==> src/rtl/radius_password_hiding_macros.svh <==
// ----------------------------------------------------------------------------
// radius password hiding assertion macros
// concurrent assertion helpers, compiled out when ASSERT_OFF is set
// ----------------------------------------------------------------------------
`ifndef RADIUS_PASSWORD_HIDING_MACROS_SVH
`define RADIUS_PASSWORD_HIDING_MACROS_SVH
`ifndef ASSERT_OFF
// same-cycle implication
`define RPH_ASSERT_IMP(lbl, clk, rst_n, ante, cons) \
    lbl: assert property (@(posedge clk) disable iff (!rst_n) (ante) |-> (cons)) \
        else $error("rph assertion failed");
// next-cycle implication
`define RPH_ASSERT_NXT(lbl, clk, rst_n, ante, cons) \
    lbl: assert property (@(posedge clk) disable iff (!rst_n) (ante) |=> (cons)) \
        else $error("rph assertion failed");
`else
`define RPH_ASSERT_IMP(lbl, clk, rst_n, ante, cons)
`define RPH_ASSERT_NXT(lbl, clk, rst_n, ante, cons)
`endif
`endif

==> src/rtl/rph_pkg.sv <==
`timescale 1ns / 1ps
// ----------------------------------------------------------------------------
// rph_pkg
// shared types, constants and md5 tables for the password hiding block
// ----------------------------------------------------------------------------
package rph_pkg;

    localparam int MAX_SECRET   = 64;
    localparam int SECRET_AW    = $clog2(MAX_SECRET);
    localparam int SLEN_W       = $clog2(MAX_SECRET + 1);
    localparam int MAX_PASSWORD = 128;
    localparam int PCNT_W       = $clog2(MAX_PASSWORD + 1);

    localparam logic [1:0] REQ_SECRET = 2'd0;
    localparam logic [1:0] REQ_AUTH   = 2'd1;
    localparam logic [1:0] REQ_PASS   = 2'd2;
    localparam logic [1:0] REQ_EMPTY  = 2'd3;

    localparam logic [7:0] MD5_PAD = 8'h80;

    localparam logic [31:0] MD5_IV_A = 32'h67452301;
    localparam logic [31:0] MD5_IV_B = 32'hefcdab89;
    localparam logic [31:0] MD5_IV_C = 32'h98badcfe;
    localparam logic [31:0] MD5_IV_D = 32'h10325476;

    typedef struct packed {
        logic [31:0] a;
        logic [31:0] b;
        logic [31:0] c;
        logic [31:0] d;
    } md5_state_t;

    typedef enum logic [4:0] {
        ST_IDLE  = 5'b00001,
        ST_LOAD  = 5'b00010,
        ST_ROUND = 5'b00100,
        ST_FINAL = 5'b01000,
        ST_EMIT  = 5'b10000
    } state_t;

    // message word index used by a round
    function automatic logic [3:0] md5_g(input logic [5:0] idx);
        logic [3:0] i4;
        logic [3:0] g;
        i4 = idx[3:0];
        case (idx[5:4])
            2'd0:    g = i4;
            2'd1:    g = 4'(i4 * 4'd5 + 4'd1);
            2'd2:    g = 4'(i4 * 4'd3 + 4'd5);
            2'd3:    g = 4'(i4 * 4'd7);
            default: g = i4;
        endcase
        return g;
    endfunction

    function automatic logic [4:0] md5_s(input logic [5:0] idx);
        logic [4:0] s;
        case ({idx[5:4], idx[1:0]})
            4'd0:    s = 5'd7;
            4'd1:    s = 5'd12;
            4'd2:    s = 5'd17;
            4'd3:    s = 5'd22;
            4'd4:    s = 5'd5;
            4'd5:    s = 5'd9;
            4'd6:    s = 5'd14;
            4'd7:    s = 5'd20;
            4'd8:    s = 5'd4;
            4'd9:    s = 5'd11;
            4'd10:   s = 5'd16;
            4'd11:   s = 5'd23;
            4'd12:   s = 5'd6;
            4'd13:   s = 5'd10;
            4'd14:   s = 5'd15;
            4'd15:   s = 5'd21;
            default: s = 5'd7;
        endcase
        return s;
    endfunction

    function automatic logic [31:0] md5_k(input logic [5:0] idx);
        logic [31:0] k;
        case (idx)
            6'd0:  k = 32'hd76aa478;  6'd1:  k = 32'he8c7b756;
            6'd2:  k = 32'h242070db;  6'd3:  k = 32'hc1bdceee;
            6'd4:  k = 32'hf57c0faf;  6'd5:  k = 32'h4787c62a;
            6'd6:  k = 32'ha8304613;  6'd7:  k = 32'hfd469501;
            6'd8:  k = 32'h698098d8;  6'd9:  k = 32'h8b44f7af;
            6'd10: k = 32'hffff5bb1;  6'd11: k = 32'h895cd7be;
            6'd12: k = 32'h6b901122;  6'd13: k = 32'hfd987193;
            6'd14: k = 32'ha679438e;  6'd15: k = 32'h49b40821;
            6'd16: k = 32'hf61e2562;  6'd17: k = 32'hc040b340;
            6'd18: k = 32'h265e5a51;  6'd19: k = 32'he9b6c7aa;
            6'd20: k = 32'hd62f105d;  6'd21: k = 32'h02441453;
            6'd22: k = 32'hd8a1e681;  6'd23: k = 32'he7d3fbc8;
            6'd24: k = 32'h21e1cde6;  6'd25: k = 32'hc33707d6;
            6'd26: k = 32'hf4d50d87;  6'd27: k = 32'h455a14ed;
            6'd28: k = 32'ha9e3e905;  6'd29: k = 32'hfcefa3f8;
            6'd30: k = 32'h676f02d9;  6'd31: k = 32'h8d2a4c8a;
            6'd32: k = 32'hfffa3942;  6'd33: k = 32'h8771f681;
            6'd34: k = 32'h6d9d6122;  6'd35: k = 32'hfde5380c;
            6'd36: k = 32'ha4beea44;  6'd37: k = 32'h4bdecfa9;
            6'd38: k = 32'hf6bb4b60;  6'd39: k = 32'hbebfbc70;
            6'd40: k = 32'h289b7ec6;  6'd41: k = 32'heaa127fa;
            6'd42: k = 32'hd4ef3085;  6'd43: k = 32'h04881d05;
            6'd44: k = 32'hd9d4d039;  6'd45: k = 32'he6db99e5;
            6'd46: k = 32'h1fa27cf8;  6'd47: k = 32'hc4ac5665;
            6'd48: k = 32'hf4292244;  6'd49: k = 32'h432aff97;
            6'd50: k = 32'hab9423a7;  6'd51: k = 32'hfc93a039;
            6'd52: k = 32'h655b59c3;  6'd53: k = 32'h8f0ccc92;
            6'd54: k = 32'hffeff47d;  6'd55: k = 32'h85845dd1;
            6'd56: k = 32'h6fa87e4f;  6'd57: k = 32'hfe2ce6e0;
            6'd58: k = 32'ha3014314;  6'd59: k = 32'h4e0811a1;
            6'd60: k = 32'hf7537e82;  6'd61: k = 32'hbd3af235;
            6'd62: k = 32'h2ad7d2bb;  6'd63: k = 32'heb86d391;
            default: k = 32'hd76aa478;
        endcase
        return k;
    endfunction

endpackage

==> src/rtl/rph_req_if.sv <==
`timescale 1ns / 1ps
// ----------------------------------------------------------------------------
// rph_req_if
// request channel: secret, authenticator and password bytes
// ----------------------------------------------------------------------------
interface rph_req_if;
    logic       valid;
    logic       ready;
    logic [1:0] req_type;
    logic [7:0] data_byte;
    logic       last;

    modport source (output valid, req_type, data_byte, last, input ready);
    modport sink (input valid, req_type, data_byte, last, output ready);
endinterface

==> src/rtl/rph_rsp_if.sv <==
`timescale 1ns / 1ps
// ----------------------------------------------------------------------------
// rph_rsp_if
// result channel: hidden bytes with status
// ----------------------------------------------------------------------------
interface rph_rsp_if;
    logic       valid;
    logic       ready;
    logic [7:0] hidden_byte;
    logic       status;
    logic       last_of_run;

    modport source (output valid, hidden_byte, status, last_of_run, input ready);
    modport sink (input valid, hidden_byte, status, last_of_run, output ready);
endinterface

==> src/rtl/rph_md5_round.sv <==
`timescale 1ns / 1ps
// ----------------------------------------------------------------------------
// rph_md5_round
// one md5 round step, shared over all 64 rounds of a block
// ----------------------------------------------------------------------------
module rph_md5_round (
    input  rph_pkg::md5_state_t st_in,
    input  logic [31:0]         msg_word,
    input  logic [5:0]          rnd,
    output rph_pkg::md5_state_t st_out
);

    logic [31:0] f;
    logic [31:0] sum;
    logic [4:0]  sh;
    logic [63:0] dbl;

    always_comb
    begin
        case (rnd[5:4])
            2'd0:    f = (st_in.b & st_in.c) | (~st_in.b & st_in.d);
            2'd1:    f = (st_in.b & st_in.d) | (st_in.c & ~st_in.d);
            2'd2:    f = st_in.b ^ st_in.c ^ st_in.d;
            2'd3:    f = st_in.c ^ (st_in.b | ~st_in.d);
            default: f = st_in.b ^ st_in.c ^ st_in.d;
        endcase
    end

    assign sum = st_in.a + f + rph_pkg::md5_k(rnd) + msg_word;
    assign sh  = rph_pkg::md5_s(rnd);
    // rotate left: upper half of the doubled word shifted
    assign dbl = {sum, sum} << sh;

    assign st_out.a = st_in.d;
    assign st_out.b = st_in.b + dbl[63:32];
    assign st_out.c = st_in.b;
    assign st_out.d = st_in.c;

endmodule

==> src/rtl/radius_password_hiding.sv <==
`timescale 1ns / 1ps
// ----------------------------------------------------------------------------
// radius_password_hiding
// hides a radius user-password with md5 over secret plus authenticator or
// the previous hidden block, one md5 round per cycle
// ----------------------------------------------------------------------------
//
// channel | dir | payload                              | handshake
// --------+-----+--------------------------------------+-----------
// req     | in  | req_type, data_byte, last            | valid/ready
// rsp     | out | hidden_byte, status, last_of_run     | valid/ready
//
// secret and authenticator requests give no result
// a password byte at a block start, or an empty password, runs one md5:
// per 64-byte block a message load, the rounds and one chain add,
// one block for secrets up to 39 bytes and two above that
// each result then passes through the output register; the round unit
// is the single busy resource, and req is not ready until emission ends
// reset clears sequencer and counters; emit regs, stores unknown until written
// a stalled rsp holds the sequencer in the emit phase, req waits meanwhile

`include "radius_password_hiding_macros.svh"

module radius_password_hiding (
    input  logic      clk,
    input  logic      rst_n,
    rph_req_if.sink   req,
    rph_rsp_if.source rsp
);

    rph_pkg::state_t state_reg;
    rph_pkg::state_t state_next;

    // secret storage
    logic [7:0]                   secret_mem [rph_pkg::MAX_SECRET];
    logic [7:0]                   mem_rd_reg;
    logic [rph_pkg::SLEN_W-1:0]   sec_count_reg;
    logic                         secret_done_reg;

    // authenticator, hidden block and password position
    logic [7:0]                   auth_reg [16];
    logic [3:0]                   auth_cnt_reg;
    logic [7:0]                   hidden_reg [16];
    logic [rph_pkg::PCNT_W-1:0]   pcnt_reg;

    // md5 datapath
    logic [31:0]                  chain_reg [4];
    rph_pkg::md5_state_t          abcd_reg;
    rph_pkg::md5_state_t          round_out;
    logic [31:0]                  msg_reg [16];
    logic [5:0]                   rnd_reg;
    logic                         blk_reg;
    logic                         tail_auth_reg;

    // message load pipeline
    logic [6:0]                   lcnt_reg;
    logic                         ld_v_reg;
    logic                         ld_mem_reg;
    logic [7:0]                   ld_byte_reg;
    logic [5:0]                   ld_idx_reg;

    // emission control
    logic [3:0]                   e_pos_reg;
    logic                         e_first_reg;
    logic                         e_pad_reg;
    logic                         e_drop_reg;
    logic [7:0]                   pw_byte_reg;

    // output register
    logic                         o_valid_reg;
    logic [7:0]                   o_byte_reg;
    logic                         o_status_reg;
    logic                         o_last_reg;

    logic                         req_fire;
    logic [rph_pkg::SLEN_W-1:0]   eff_len;
    logic                         secret_wr;
    logic                         fresh_digest;

    logic [6:0]                   msg_pos;
    logic [6:0]                   total;
    logic                         last_blk;
    logic [9:0]                   bit_len;
    logic [6:0]                   len_pos;
    logic [6:0]                   tail_diff;
    logic [7:0]                   tail_byte;
    logic                         src_mem;
    logic [7:0]                   src_byte;

    logic [31:0]                  dig_word;
    logic [7:0]                   dig_byte;
    logic [7:0]                   emit_byte;
    logic                         emit_load;
    logic                         emit_done;
    logic                         round_last;

    assign req.ready = (state_reg == rph_pkg::ST_IDLE);
    assign req_fire  = req.valid && req.ready;

    assign rsp.valid       = o_valid_reg;
    assign rsp.hidden_byte = o_byte_reg;
    assign rsp.status      = o_status_reg;
    assign rsp.last_of_run = o_last_reg;

    // a secret byte after a finished secret restarts it
    assign eff_len   = secret_done_reg ? '0 : sec_count_reg;
    assign secret_wr = eff_len < rph_pkg::SLEN_W'(rph_pkg::MAX_SECRET);

    // empty password or a password byte at a block start hashes from scratch
    assign fresh_digest = (req.req_type == rph_pkg::REQ_EMPTY) ||
                          ((req.req_type == rph_pkg::REQ_PASS) &&
                           !pcnt_reg[rph_pkg::PCNT_W-1] && (pcnt_reg[3:0] == 4'd0));

    // message byte source for the current load position
    assign msg_pos   = {blk_reg, lcnt_reg[5:0]};
    assign total     = 7'(sec_count_reg) + 7'd16;
    assign last_blk  = (total + 7'd8) >= 7'd64;
    assign bit_len   = {total, 3'b000};
    assign len_pos   = last_blk ? 7'd120 : 7'd56;
    assign tail_diff = msg_pos - 7'(sec_count_reg);
    assign tail_byte = tail_auth_reg ? auth_reg[tail_diff[3:0]]
                                     : hidden_reg[tail_diff[3:0]];

    always_comb
    begin
        src_mem  = 1'b0;
        src_byte = 8'h00;
        if (msg_pos < 7'(sec_count_reg))
        begin
            src_mem = 1'b1;
        end
        else if (msg_pos < total)
        begin
            src_byte = tail_byte;
        end
        else if (msg_pos == total)
        begin
            src_byte = rph_pkg::MD5_PAD;
        end
        else if (msg_pos == len_pos)
        begin
            src_byte = bit_len[7:0];
        end
        else if (msg_pos == len_pos + 7'd1)
        begin
            src_byte = {6'b000000, bit_len[9:8]};
        end
    end

    rph_md5_round u_round (
        .st_in    (abcd_reg),
        .msg_word (msg_reg[rph_pkg::md5_g(rnd_reg)]),
        .rnd      (rnd_reg),
        .st_out   (round_out)
    );

    // digest byte at the emit position, little-endian within each word
    assign dig_word  = chain_reg[e_pos_reg[3:2]];
    assign dig_byte  = dig_word[8*e_pos_reg[1:0] +: 8];
    assign emit_byte = e_drop_reg ? 8'h00
                                  : (e_first_reg ? (pw_byte_reg ^ dig_byte) : dig_byte);
    assign emit_load = (state_reg == rph_pkg::ST_EMIT) && (!o_valid_reg || rsp.ready);
    assign emit_done = e_drop_reg || !e_pad_reg || (e_pos_reg == 4'd15);
    assign round_last = (state_reg == rph_pkg::ST_ROUND) && (rnd_reg == 6'd63);

    always_comb
    begin
        state_next = state_reg;
        case (state_reg)
            rph_pkg::ST_IDLE:
            begin
                if (req_fire)
                begin
                    if (req.req_type == rph_pkg::REQ_EMPTY)
                    begin
                        state_next = rph_pkg::ST_LOAD;
                    end
                    else if (req.req_type == rph_pkg::REQ_PASS)
                    begin
                        if (!pcnt_reg[rph_pkg::PCNT_W-1] && (pcnt_reg[3:0] == 4'd0))
                        begin
                            state_next = rph_pkg::ST_LOAD;
                        end
                        else
                        begin
                            state_next = rph_pkg::ST_EMIT;
                        end
                    end
                end
            end
            rph_pkg::ST_LOAD:
            begin
                if (lcnt_reg == 7'd64)
                begin
                    state_next = rph_pkg::ST_ROUND;
                end
            end
            rph_pkg::ST_ROUND:
            begin
                if (rnd_reg == 6'd63)
                begin
                    state_next = rph_pkg::ST_FINAL;
                end
            end
            rph_pkg::ST_FINAL:
            begin
                state_next = (blk_reg == last_blk) ? rph_pkg::ST_EMIT : rph_pkg::ST_LOAD;
            end
            rph_pkg::ST_EMIT:
            begin
                if (emit_load && emit_done)
                begin
                    state_next = rph_pkg::ST_IDLE;
                end
            end
            default:
            begin
                state_next = rph_pkg::ST_IDLE;
            end
        endcase
    end

    // control state
    always_ff @(posedge clk or negedge rst_n)
    begin
        if (!rst_n)
        begin
            state_reg       <= rph_pkg::ST_IDLE;
            sec_count_reg   <= '0;
            secret_done_reg <= 1'b0;
            auth_cnt_reg    <= 4'd0;
            pcnt_reg        <= '0;
            lcnt_reg        <= 7'd0;
            ld_v_reg        <= 1'b0;
            rnd_reg         <= 6'd0;
            blk_reg         <= 1'b0;
            o_valid_reg     <= 1'b0;
        end
        else
        begin
            state_reg <= state_next;
            // output register fills on an emit, drains on an accepted result
            if (emit_load)
            begin
                o_valid_reg <= 1'b1;
            end
            else if (o_valid_reg && rsp.ready)
            begin
                o_valid_reg <= 1'b0;
            end
            case (state_reg)
                rph_pkg::ST_IDLE:
                begin
                    blk_reg  <= 1'b0;
                    lcnt_reg <= 7'd0;
                    ld_v_reg <= 1'b0;
                    if (req_fire)
                    begin
                        case (req.req_type)
                            rph_pkg::REQ_SECRET:
                            begin
                                sec_count_reg   <= eff_len + rph_pkg::SLEN_W'(secret_wr);
                                secret_done_reg <= req.last;
                            end
                            rph_pkg::REQ_AUTH:
                            begin
                                auth_cnt_reg <= auth_cnt_reg + 4'd1;
                            end
                            rph_pkg::REQ_EMPTY:
                            begin
                                pcnt_reg <= '0;
                            end
                            rph_pkg::REQ_PASS:
                            begin
                                if (pcnt_reg[rph_pkg::PCNT_W-1])
                                begin
                                    if (req.last)
                                    begin
                                        pcnt_reg <= '0;
                                    end
                                end
                                else
                                begin
                                    pcnt_reg <= req.last ? '0 : pcnt_reg + 1'b1;
                                end
                            end
                            default:
                            begin
                                pcnt_reg <= pcnt_reg;
                            end
                        endcase
                    end
                end
                rph_pkg::ST_LOAD:
                begin
                    if (lcnt_reg == 7'd64)
                    begin
                        ld_v_reg <= 1'b0;
                        rnd_reg  <= 6'd0;
                    end
                    else
                    begin
                        ld_v_reg <= 1'b1;
                        lcnt_reg <= lcnt_reg + 7'd1;
                    end
                end
                rph_pkg::ST_ROUND:
                begin
                    rnd_reg <= rnd_reg + 6'd1;
                end
                rph_pkg::ST_FINAL:
                begin
                    // second block of a long message
                    blk_reg  <= 1'b1;
                    lcnt_reg <= 7'd0;
                    ld_v_reg <= 1'b0;
                end
                default:
                begin
                    ld_v_reg <= 1'b0;
                end
            endcase
        end
    end

    // secret memory with registered read
    always_ff @(posedge clk)
    begin
        if (req_fire && (req.req_type == rph_pkg::REQ_SECRET) && secret_wr)
        begin
            secret_mem[eff_len[rph_pkg::SECRET_AW-1:0]] <= req.data_byte;
        end
        mem_rd_reg <= secret_mem[msg_pos[rph_pkg::SECRET_AW-1:0]];
    end

    // payload and datapath registers
    always_ff @(posedge clk)
    begin
        if (req_fire)
        begin
            if (req.req_type == rph_pkg::REQ_AUTH)
            begin
                auth_reg[auth_cnt_reg] <= req.data_byte;
            end
            if (req.req_type == rph_pkg::REQ_EMPTY)
            begin
                tail_auth_reg <= 1'b1;
                e_pos_reg     <= 4'd0;
                e_first_reg   <= 1'b0;
                e_pad_reg     <= 1'b1;
                e_drop_reg    <= 1'b0;
            end
            if (req.req_type == rph_pkg::REQ_PASS)
            begin
                tail_auth_reg <= (pcnt_reg == '0);
                e_pos_reg     <= pcnt_reg[3:0];
                e_first_reg   <= 1'b1;
                e_drop_reg    <= pcnt_reg[rph_pkg::PCNT_W-1];
                e_pad_reg     <= req.last ||
                                 (pcnt_reg == rph_pkg::PCNT_W'(rph_pkg::MAX_PASSWORD - 1));
                pw_byte_reg   <= req.data_byte;
            end
            // a fresh digest always starts from the initial chain
            if (fresh_digest)
            begin
                chain_reg[0] <= rph_pkg::MD5_IV_A;
                chain_reg[1] <= rph_pkg::MD5_IV_B;
                chain_reg[2] <= rph_pkg::MD5_IV_C;
                chain_reg[3] <= rph_pkg::MD5_IV_D;
            end
        end

        if (state_reg == rph_pkg::ST_LOAD)
        begin
            ld_mem_reg  <= src_mem;
            ld_byte_reg <= src_byte;
            ld_idx_reg  <= lcnt_reg[5:0];
            if (ld_v_reg)
            begin
                msg_reg[ld_idx_reg[5:2]][8*ld_idx_reg[1:0] +: 8] <=
                    ld_mem_reg ? mem_rd_reg : ld_byte_reg;
            end
            if (lcnt_reg == 7'd64)
            begin
                abcd_reg <= '{a: chain_reg[0], b: chain_reg[1],
                              c: chain_reg[2], d: chain_reg[3]};
            end
        end

        if (state_reg == rph_pkg::ST_ROUND)
        begin
            abcd_reg <= round_out;
        end

        if (state_reg == rph_pkg::ST_FINAL)
        begin
            chain_reg[0] <= chain_reg[0] + abcd_reg.a;
            chain_reg[1] <= chain_reg[1] + abcd_reg.b;
            chain_reg[2] <= chain_reg[2] + abcd_reg.c;
            chain_reg[3] <= chain_reg[3] + abcd_reg.d;
        end

        if (emit_load)
        begin
            o_byte_reg   <= emit_byte;
            o_status_reg <= e_drop_reg;
            o_last_reg   <= !e_drop_reg && e_pad_reg && (e_pos_reg == 4'd15);
            if (!e_drop_reg)
            begin
                hidden_reg[e_pos_reg] <= emit_byte;
            end
            if (!emit_done)
            begin
                e_pos_reg   <= e_pos_reg + 4'd1;
                e_first_reg <= 1'b0;
            end
        end
    end

    // 64 rounds always end in the chain add
    `RPH_ASSERT_NXT(a_round_end, clk, rst_n, round_last, state_reg == rph_pkg::ST_FINAL)
    // a dropped byte never closes the attribute value
    `RPH_ASSERT_IMP(a_drop_not_last, clk, rst_n, o_valid_reg && o_status_reg, !o_last_reg)
    // load counter stays inside one block
    `RPH_ASSERT_IMP(a_load_bound, clk, rst_n, state_reg == rph_pkg::ST_LOAD, lcnt_reg <= 7'd64)

endmodule

==> src/flat_wrapper.sv <==
// flat-port wrapper written by rule: the top's interface ports become plain ports
module radius_password_hiding_flat 
  (clk, rst_n, req_valid, req_req_type, req_data_byte, req_last, req_ready, rsp_valid, rsp_hidden_byte, rsp_status, rsp_last_of_run, rsp_ready);
  rph_req_if req_i ();
  rph_rsp_if rsp_i ();
  input  logic clk;
  input  logic rst_n;
  input wire logic [$bits(req_i.valid)-1:0] req_valid;
  input wire logic [$bits(req_i.req_type)-1:0] req_req_type;
  input wire logic [$bits(req_i.data_byte)-1:0] req_data_byte;
  input wire logic [$bits(req_i.last)-1:0] req_last;
  output wire logic [$bits(req_i.ready)-1:0] req_ready;
  output wire logic [$bits(rsp_i.valid)-1:0] rsp_valid;
  output wire logic [$bits(rsp_i.hidden_byte)-1:0] rsp_hidden_byte;
  output wire logic [$bits(rsp_i.status)-1:0] rsp_status;
  output wire logic [$bits(rsp_i.last_of_run)-1:0] rsp_last_of_run;
  input wire logic [$bits(rsp_i.ready)-1:0] rsp_ready;
  assign req_i.valid = req_valid;
  assign req_i.req_type = req_req_type;
  assign req_i.data_byte = req_data_byte;
  assign req_i.last = req_last;
  assign req_ready = req_i.ready;
  assign rsp_valid = rsp_i.valid;
  assign rsp_hidden_byte = rsp_i.hidden_byte;
  assign rsp_status = rsp_i.status;
  assign rsp_last_of_run = rsp_i.last_of_run;
  assign rsp_i.ready = rsp_ready;
  radius_password_hiding u_core (.clk(clk), .rst_n(rst_n), .req(req_i), .rsp(rsp_i));
endmodule
==> config.mk <==
export PLATFORM = sky130hd
export DESIGN_NAME = radius_password_hiding_flat
export DESIGN_NICKNAME = d
export VERILOG_FILES = /design/src/rtl/rph_pkg.sv /design/src/rtl/rph_req_if.sv /design/src/rtl/rph_rsp_if.sv /design/src/rtl/rph_md5_round.sv /design/src/rtl/radius_password_hiding.sv /design/src/flat_wrapper.sv
export VERILOG_INCLUDE_DIRS = /design/src /design/src/rtl
export SDC_FILE = /design/constraint.sdc
export NUM_CORES = 2
export LEC_CHECK = 0
export BUFFER_PORTS_ARGS = -buffer_cell sky130_fd_sc_hd__buf_2
export CORE_MARGIN = 1
export CORE_UTILIZATION = 45
export DETAILED_ROUTE_END_ITERATION = 10
export SYNTH_ARGS = -nofsm -noshare
export SYNTH_HDL_FRONTEND = slang
export SYNTH_SLANG_ARGS = --single-unit
==> constraint.sdc <==
create_clock -name clk -period 16.85 [get_ports clk]
set_input_delay 0 -clock clk [delete_from_list [all_inputs] [get_ports clk]]
set_output_delay 0 -clock clk [all_outputs]
set_load 0.01 [all_outputs]
### Yosys cells after proc, flatten, opt, wreduce, memory -nomap -nowiden

Memory sizes are Yosys's and may differ from the RTL's. A register that Yosys moved wholly into a read port is not among the register bits.
Cells that the tools add are included.

| cells by class | value |
|---|---|
| add/sub/neg operators | 21 |
| multiply operators | 3 |
| $lt $le $gt $ge | 4 |
| equal/unequal tests | 26 |
| shifts and indexed selects | 4 |
| muxes and demuxes | 73 |
| bitwise operators | 17 |
| reduce and logical (&&, ||, !) cells | 41 |

Operators by type and width:

| cell | number |
|---|---|
| 2-to-1 mux 128 bit | 3 |
| adder 32 bit | 8 |
| 2-to-1 mux 32 bit | 5 |
| AND 32 bit | 4 |
| case mux 32 bit (4 select lines) | 1 |
| OR 32 bit | 3 |
| bitwise XOR 32 bit | 3 |
| 2-to-1 mux 8 bit | 10 |
| NOT 32 bit | 2 |
| << shifter 64 x 5 -> 64 bit | 1 |
| 2-to-1 mux 5 bit | 8 |
| negator 5 -> 34 bit | 1 |
| variable shift 8 x 34 -> 32 bit, first input constant | 1 |
| variable part select 8 x 34 -> 32 bit | 1 |
| variable part select 32 x 6 -> 8 bit | 1 |
| 2-to-1 mux 1 bit | 29 |
| case mux 5 bit (5 select lines) | 1 |
| == test 7 bit | 3 |
| 2-to-1 mux 7 bit | 3 |
| 2-to-1 mux 4 bit | 5 |
| case mux 4 bit (4 select lines) | 1 |
| case mux 8 bit (2 select lines) | 1 |
| adder 7 x 1 -> 7 bit, second input constant | 2 |
| less-than comparator 7 bit | 2 |
| other kinds (46) | 90 |

| word-level totals | value |
|---|---|
| register bits after elaboration | 210 |
| bits in writable memories | 1408 |
| ROM bits | 2128 |
| bits of input ports | 15 |
| memories | 7 |

Memory list:

| memory | depth | bits a word | rd ports | clocked after Yosys merged registers in | write ports | RTL line | text |
|---|---|---|---|---|---|---|---|
| (no name shown) | 64 | 32 | 1 | 0 | 0 | rph_pkg.sv:82 | `case (idx)` |
| u_core.msg_reg | 16 | 32 | 1 | 0 | 1 | radius_password_hiding.sv:50 | `logic [31:0] msg_reg [16];` |
| u_core.secret_mem | 64 | 8 | 1 | 1 | 1 | radius_password_hiding.sv:35 | `logic [7:0] secret_mem [rph_pkg::MAX_SECRET];` |
| u_core.auth_reg | 16 | 8 | 1 | 0 | 1 | radius_password_hiding.sv:41 | `logic [7:0] auth_reg [16];` |
| u_core.chain_reg | 4 | 32 | 5 | 1 | 4 | radius_password_hiding.sv:47 | `logic [31:0] chain_reg [4];` |
| u_core.hidden_reg | 16 | 8 | 1 | 0 | 1 | radius_password_hiding.sv:43 | `logic [7:0] hidden_reg [16];` |
| +1 memories | n/a | n/a | n/a | n/a | n/a | n/a |  |

### Longest topological paths before layout

| logic depth | value |
|---|---|
| depth after elaboration | 10 |
| gate-level depth with buffers | 46 |
| gate-level depth less buffers | 45 |

### Cells and area by module

Synthesis repeated with hierarchy kept, for this count alone.

| second synthesis, totals | value |
|---|---|
| cells, all modules | 6290 |
| area total of the unflattened synthesis | 83906.7 um^2 |

Modules (own cells, without submodules):

| module | times used | cells each | area each (um^2) | sequential area each (um^2) |
|---|---|---|---|---|
| radius_password_hiding | 1 | 4374 | 71118.2 | 48492.8 |
| rph_md5_round | 1 | 1916 | 12788.5 | 0.0 |

### Least setup slack after synthesis

OpenSTA, ideal clock, no wires.

| timing | value |
|---|---|
| kind | register -> register |
| from | register u_core.lcnt_reg[0] |
| to | register u_core.rnd_reg[0] |
| setup time | 0.557 ns |
| data arrival time | 10.799 ns |
| data required time | 16.293 ns |
| setup slack | 5.494 ns |
| stages on the path, launching flop included | 9 |
| buffers on the path | 3 |
| cells stage by stage | dfrtp_1 > clkbuf_1 > clkbuf_1 > clkbuf_1 > inv_1 > ha_1 > nand3_1 > o21ai_0 > mux2i_1 |

| on the way | value |
|---|---|
| word-level cells in the longest chain between the ends | 3 |

Ends and longest elaborated chain:

| item | RTL line | text |
|---|---|---|
| from (decl) | radius_password_hiding.sv:56 | `logic [6:0] lcnt_reg;` |
| from (signal assigned) | radius_password_hiding.sv:304 | `lcnt_reg <= lcnt_reg + 7'd1;` |
| == test 7 bit | radius_password_hiding.sv:296 | `if (lcnt_reg == 7'd64)` |
| != test 2 x 1 -> 1 bit (no source line) | n/a |  |
| AND reduction 2 bit (no source line) | n/a |  |
| to (signal assigned) | radius_password_hiding.sv:309 | `rnd_reg <= rnd_reg + 6'd1;` |
| to (decl) | radius_password_hiding.sv:51 | `logic [5:0] rnd_reg;` |

No other way between the ends.
A chain may end at the register's enable or synchronous reset.

### Final worst setup path

| timing | value |
|---|---|
| from | register u_core.rnd_reg[1] |
| to | register u_core.abcd_reg[95] (netlist name), data pin |

| on the way | value |
|---|---|
| word-level cells in the longest chain between the ends | 8 |
| elaborated cells on any way between the ends | 14 |
| those cells by class | 5 x add/sub; 3 x mul; 1 x shift; 2 x mux; 3 x memory |

Ends and longest elaborated chain:

| item | RTL line | text |
|---|---|---|
| multiplier 4 x 2 -> 4 bit or multiplier 4 x 3 -> 4 bit (tied branches) | rph_pkg.sv:49, rph_pkg.sv:48 |  |
| adder 4 x 3 -> 4 bit or adder 4 x 1 -> 4 bit (tied branches) | rph_pkg.sv:49, rph_pkg.sv:48 |  |
| case mux 4 bit (4 select lines) | rph_pkg.sv:46 | `case (idx[5:4])` |
| memory (16 x 32 bit) | n/a |  |
| adder 32 bit | rph_md5_round.sv:29 | `assign sum = st_in.a + f + rph_pkg::md5_k(rnd) + msg_word;` |
| << shifter 64 x 5 -> 64 bit (*) | rph_md5_round.sv:32 | `assign dbl = {sum, sum} << sh;` |
| adder 32 bit (*) | rph_md5_round.sv:35 | `assign st_out.b = st_in.b + dbl[63:32];` |
| 2-to-1 mux 128 bit (*) | radius_password_hiding.sv:390 | `if (state_reg == rph_pkg::ST_ROUND)` |
| to (signal assigned) | radius_password_hiding.sv:385 | `abcd_reg <= '{a: chain_reg[0], b: chain_reg[1],` |
| to (signal assigned) | radius_password_hiding.sv:392 | `abcd_reg <= round_out;` |
| to (decl) | radius_password_hiding.sv:48 | `rph_pkg::md5_state_t abcd_reg;` |

Every way passes the cells marked *; elsewhere a longest branch is shown, timed or not.

==> results.sh <==
export IMPL_holdPathEnd="u_core.secret_mem[63][4]"
export IMPL_grt_max_degree=85
export IMPL_maxSlewHeadroom=0.0355
export IMPL_synth_top_family_by_area="multiplexers"
export IMPL_cts_tree="done"
export IMPL_initial_utilization=0.453
export IMPL_dieWidth_um=431
export IMPL_dr_wl_met2_um=110000
export IMPL_portBuffers=26
export IMPL_min_period_ns=13.46
export IMPL_crit_path_max_fanout=44
export IMPL_synth_compound_area_frac=0.0869
export IMPL_synth_adder_area_share=0.0618
export IMPL_path_clk_slew_ns=0.06
export IMPL_syn2layout_area_growth_pct=10.5
export IMPL_final_hold_viol_count=0
export IMPL_cts_hold_buf=19
export IMPL_slew_viol_final=0
export IMPL_cts_buffers=173
export IMPL_yosysWarnings=0
export IMPL_dp_hpwl_um=157000
export IMPL_status="finished clean"
export IMPL_grt_pass1_wl_um=343000
export IMPL_post_synth_top_area_fraction=0.570
export IMPL_wl_met1_um=98700
export IMPL_drt_drc_violations_left=0
export IMPL_cp_required_ns=17.36
export IMPL_skew_ns=0.0499
export IMPL_insertion_delay_ns=0.83
export IMPL_cts_buffer_depth=3
export IMPL_muxShareOfSynthArea=0.128
export IMPL_reg2reg_slack_ns=3.39
export IMPL_cts_setup_buffers=0
export IMPL_critical_path_class="flop to flop"
export IMPL_via_per_inst=6.03
export IMPL_first_pass_iters=6
export IMPL_ys_flop_type="edfxtp_1"
export IMPL_nets=6503
export IMPL_antenna_found_initial=14
export IMPL_die_h_um=431
export IMPL_tightestPinTransition_ns=1.44
export IMPL_fin_crit_sh=0.799
export IMPL_synth_seq_cells=1626
export IMPL_grt_usage=0.248
export IMPL_clock_fmax_ghz=0.0743
export IMPL_syn_area_um2=82800
export IMPL_drtIter0Drc=5578
export IMPL_top_layer="met4"
export IMPL_synthArstFlopShare=0.0252
export IMPL_r2r_end="u_core.abcd_reg[95]"
export IMPL_synth_edff_count=1572
export IMPL_arrival_ns=13.97
export IMPL_rsz0062_at_grt="false"
export IMPL_clockRootBuffer="clkbuf_16"
export IMPL_end_kind="flop"
export IMPL_vias=52700
export IMPL_yosys_area_share_simple=0.0936
export IMPL_start_kind="flop"
export IMPL_synthTopCellsByArea="edfxtp_1 57%, mux4_2 11%, ha_1 4.4%"
export IMPL_synth_avg_cell_area_um2=13.5
export IMPL_wl_met3_um=14700
export IMPL_core_um2=183000
export IMPL_syn_nets=6515
export IMPL_crit_path_max_incr_delay_ns=0.89
export IMPL_wire_per_inst_um=26.3
export IMPL_cts_resized=0
export IMPL_regToRegStartpoint="u_core.rnd_reg[1]"
export IMPL_htree_num_levels=4
export IMPL_max_cap_violations=0
export IMPL_grt_pass1_vias=51200
export IMPL_cts_sinks=1626
export IMPL_drive_gt1_frac=0.137
export IMPL_overflow=0
export IMPL_synth_xor_area_frac=0.0193
export IMPL_dieArea_um2=186000
export IMPL_finalSetupTns_ns=0
export IMPL_ant_nets=0
export IMPL_syn_inst=6135
export IMPL_holdPathStages=2
export IMPL_place_gp_congestion=0.948
export IMPL_ioPinCount=27
export IMPL_ys_seq_area_frac=0.585
export IMPL_rows=157
export IMPL_synth_top_area_cell="edfxtp_1"
export IMPL_drt_wl_total_um=230000
export IMPL_min_delay_start="req_data_byte[4]"
export IMPL_r2r_cells=38
export IMPL_holdCritPathClass="input pin to flop"
export IMPL_synthDistinctLibCells=89
export IMPL_setup_viol_count_final=0
export IMPL_worst_path_max_delay_cell="o21ai_4"
layout by cell type (no fill, tap or decap), types with 23 or more instances in the layout:
master | netlist | final
mux4_2 | 420 | 420
and3_1 | 24 | 23
o21a_1 | 29 | 29
xor2_1 | 87 | 85
nor2b_1 | 69 | 69
buf_4 | 2 | 80
buf_2 | 16 | 26
a211oi_1 | 89 | 89
nand4_1 | 28 | 28
clkbuf_16 | 0 | 175
inv_1 | 215 | 215
xnor2_1 | 93 | 91
a31oi_1 | 87 | 87
dfrtp_1 | 40 | 32
nand2b_1 | 69 | 69
o211ai_1 | 32 | 32
a21o_1 | 81 | 80
a21oi_1 | 270 | 269
mux2i_1 | 92 | 89
o31ai_1 | 41 | 41
o21ai_0 | 277 | 272
edfxtp_1 | 1572 | 1572
and2_1 | 35 | 35
clkinv_1 | 4 | 29
clkbuf_1 | 217 | 58
nor3_1 | 117 | 113
ha_1 | 291 | 290
o221ai_1 | 40 | 40
clkinv_2 | 0 | 24
nand2_1 | 740 | 740
nand3_1 | 80 | 79
nor2_1 | 504 | 504
or3_1 | 28 | 28
fa_1 | 74 | 73
layer usage:
layer / track usage / vias to the layer above
met5: 0 / -
met4: 0.0784 / 0
met3: 0.0368 / 327
met2: 0.396 / 1957
met1: 0.349 / 26900
li1: - / 23500
worst max-delay path by stage:
stage / from / to / slack (ns) / depth (start not counted)
final: u_core.rnd_reg[1] / u_core.abcd_reg[95] / 3.39 / 38
after global routing: u_core.rnd_reg[1] / u_core.abcd_reg[95] / 2.73 / 39
after CTS: u_core.rnd_reg[1] / u_core.abcd_reg[95] / 3.65 / 38
after detailed placement: u_core.rnd_reg[1] / u_core.abcd_reg[95] / 3.80 / 38
after global placement: u_core.rnd_reg[1] / u_core.abcd_reg[95] / 4.07 / 38
after floorplan: u_core.lcnt_reg[0] / u_core.rnd_reg[0] / 5.49 / 8
cells in the mapped netlist (all sizes together), types with 6 or more instances:
master   instances
dfrtp           40
mux2i           92
a21o            81
a21boi          17
buf             97
or2             17
mux2            23
inv            218
o311ai          15
o21bai          20
nand3           81
nor3           117
o21a            29
fa              74
ha             291
a21oi          270
nand3b          11
xor2            87
xnor2           93
nand4           28
dfxtp           13
nor4            10
nand2          740
a2111oi          9
nor2b           69
a211o            8
or3             28
a31oi           88
o221ai          40
edfxtp        1572
nor3b            9
clkbuf         217
o22ai           22
and3            24
a311oi           6
mux4           420
a211oi          89
a221oi          12
o31ai           41
and2            37
o21ai          292
a41oi            7
nand2b          69
nor2           504
o211ai          32
kinds of logic after synthesis:
family,Yosys count
and+or+nand+nor,1764
DFF,1626
AOI/OAI and AO/OA,1128
buffers and inverters,536
muxes,535
adders and majority gates,365
xor gates and xnor gates,181
layout make-up:
type	count	area (um2)
clock buffer	236	4640
antenna	1	2.50
sequential	1626	48500
timing repair buffer	127	961
fill	15500	91300
tap	2464	3080
clock inverter	86	1010
multi-input combinational	3973	32500
inverter	222	835
metrics by stage:
step           hold slack, ns  setup WS, ns   util  cell area [um2]  std cells
4_1_cts                0.0919          3.65  0.501            91500       8734
3_5_place_dp            0.151          3.80  0.469            85700       8393
2_1_floorplan          -0.296          5.49      -            82800       6135
3_3_place_gp            0.135          4.07  0.469            85700       8393
5_1_grt                 0.155          2.73  0.501            91500       8734
6_report                0.168          3.39  0.501            91500       8735
critical path: cells and delay by family, from the launching register on:
family / cells / cell delay (ns)
adder cells (fa/ha/maj): 5 / 2.49
multiplexers: 5 / 1.16
AO/OA/AOI/OAI: 17 / 5.76
buffers and inverters: 6 / 2.26
flip-flops: 1 / 0.32
AND/OR/NAND/NOR: 2 / 0.28
XOR/XNOR: 3 / 0.76
Power is not shown: default switching activity piles up to over one toggle a cycle in this logic, so the estimate is an artifact.
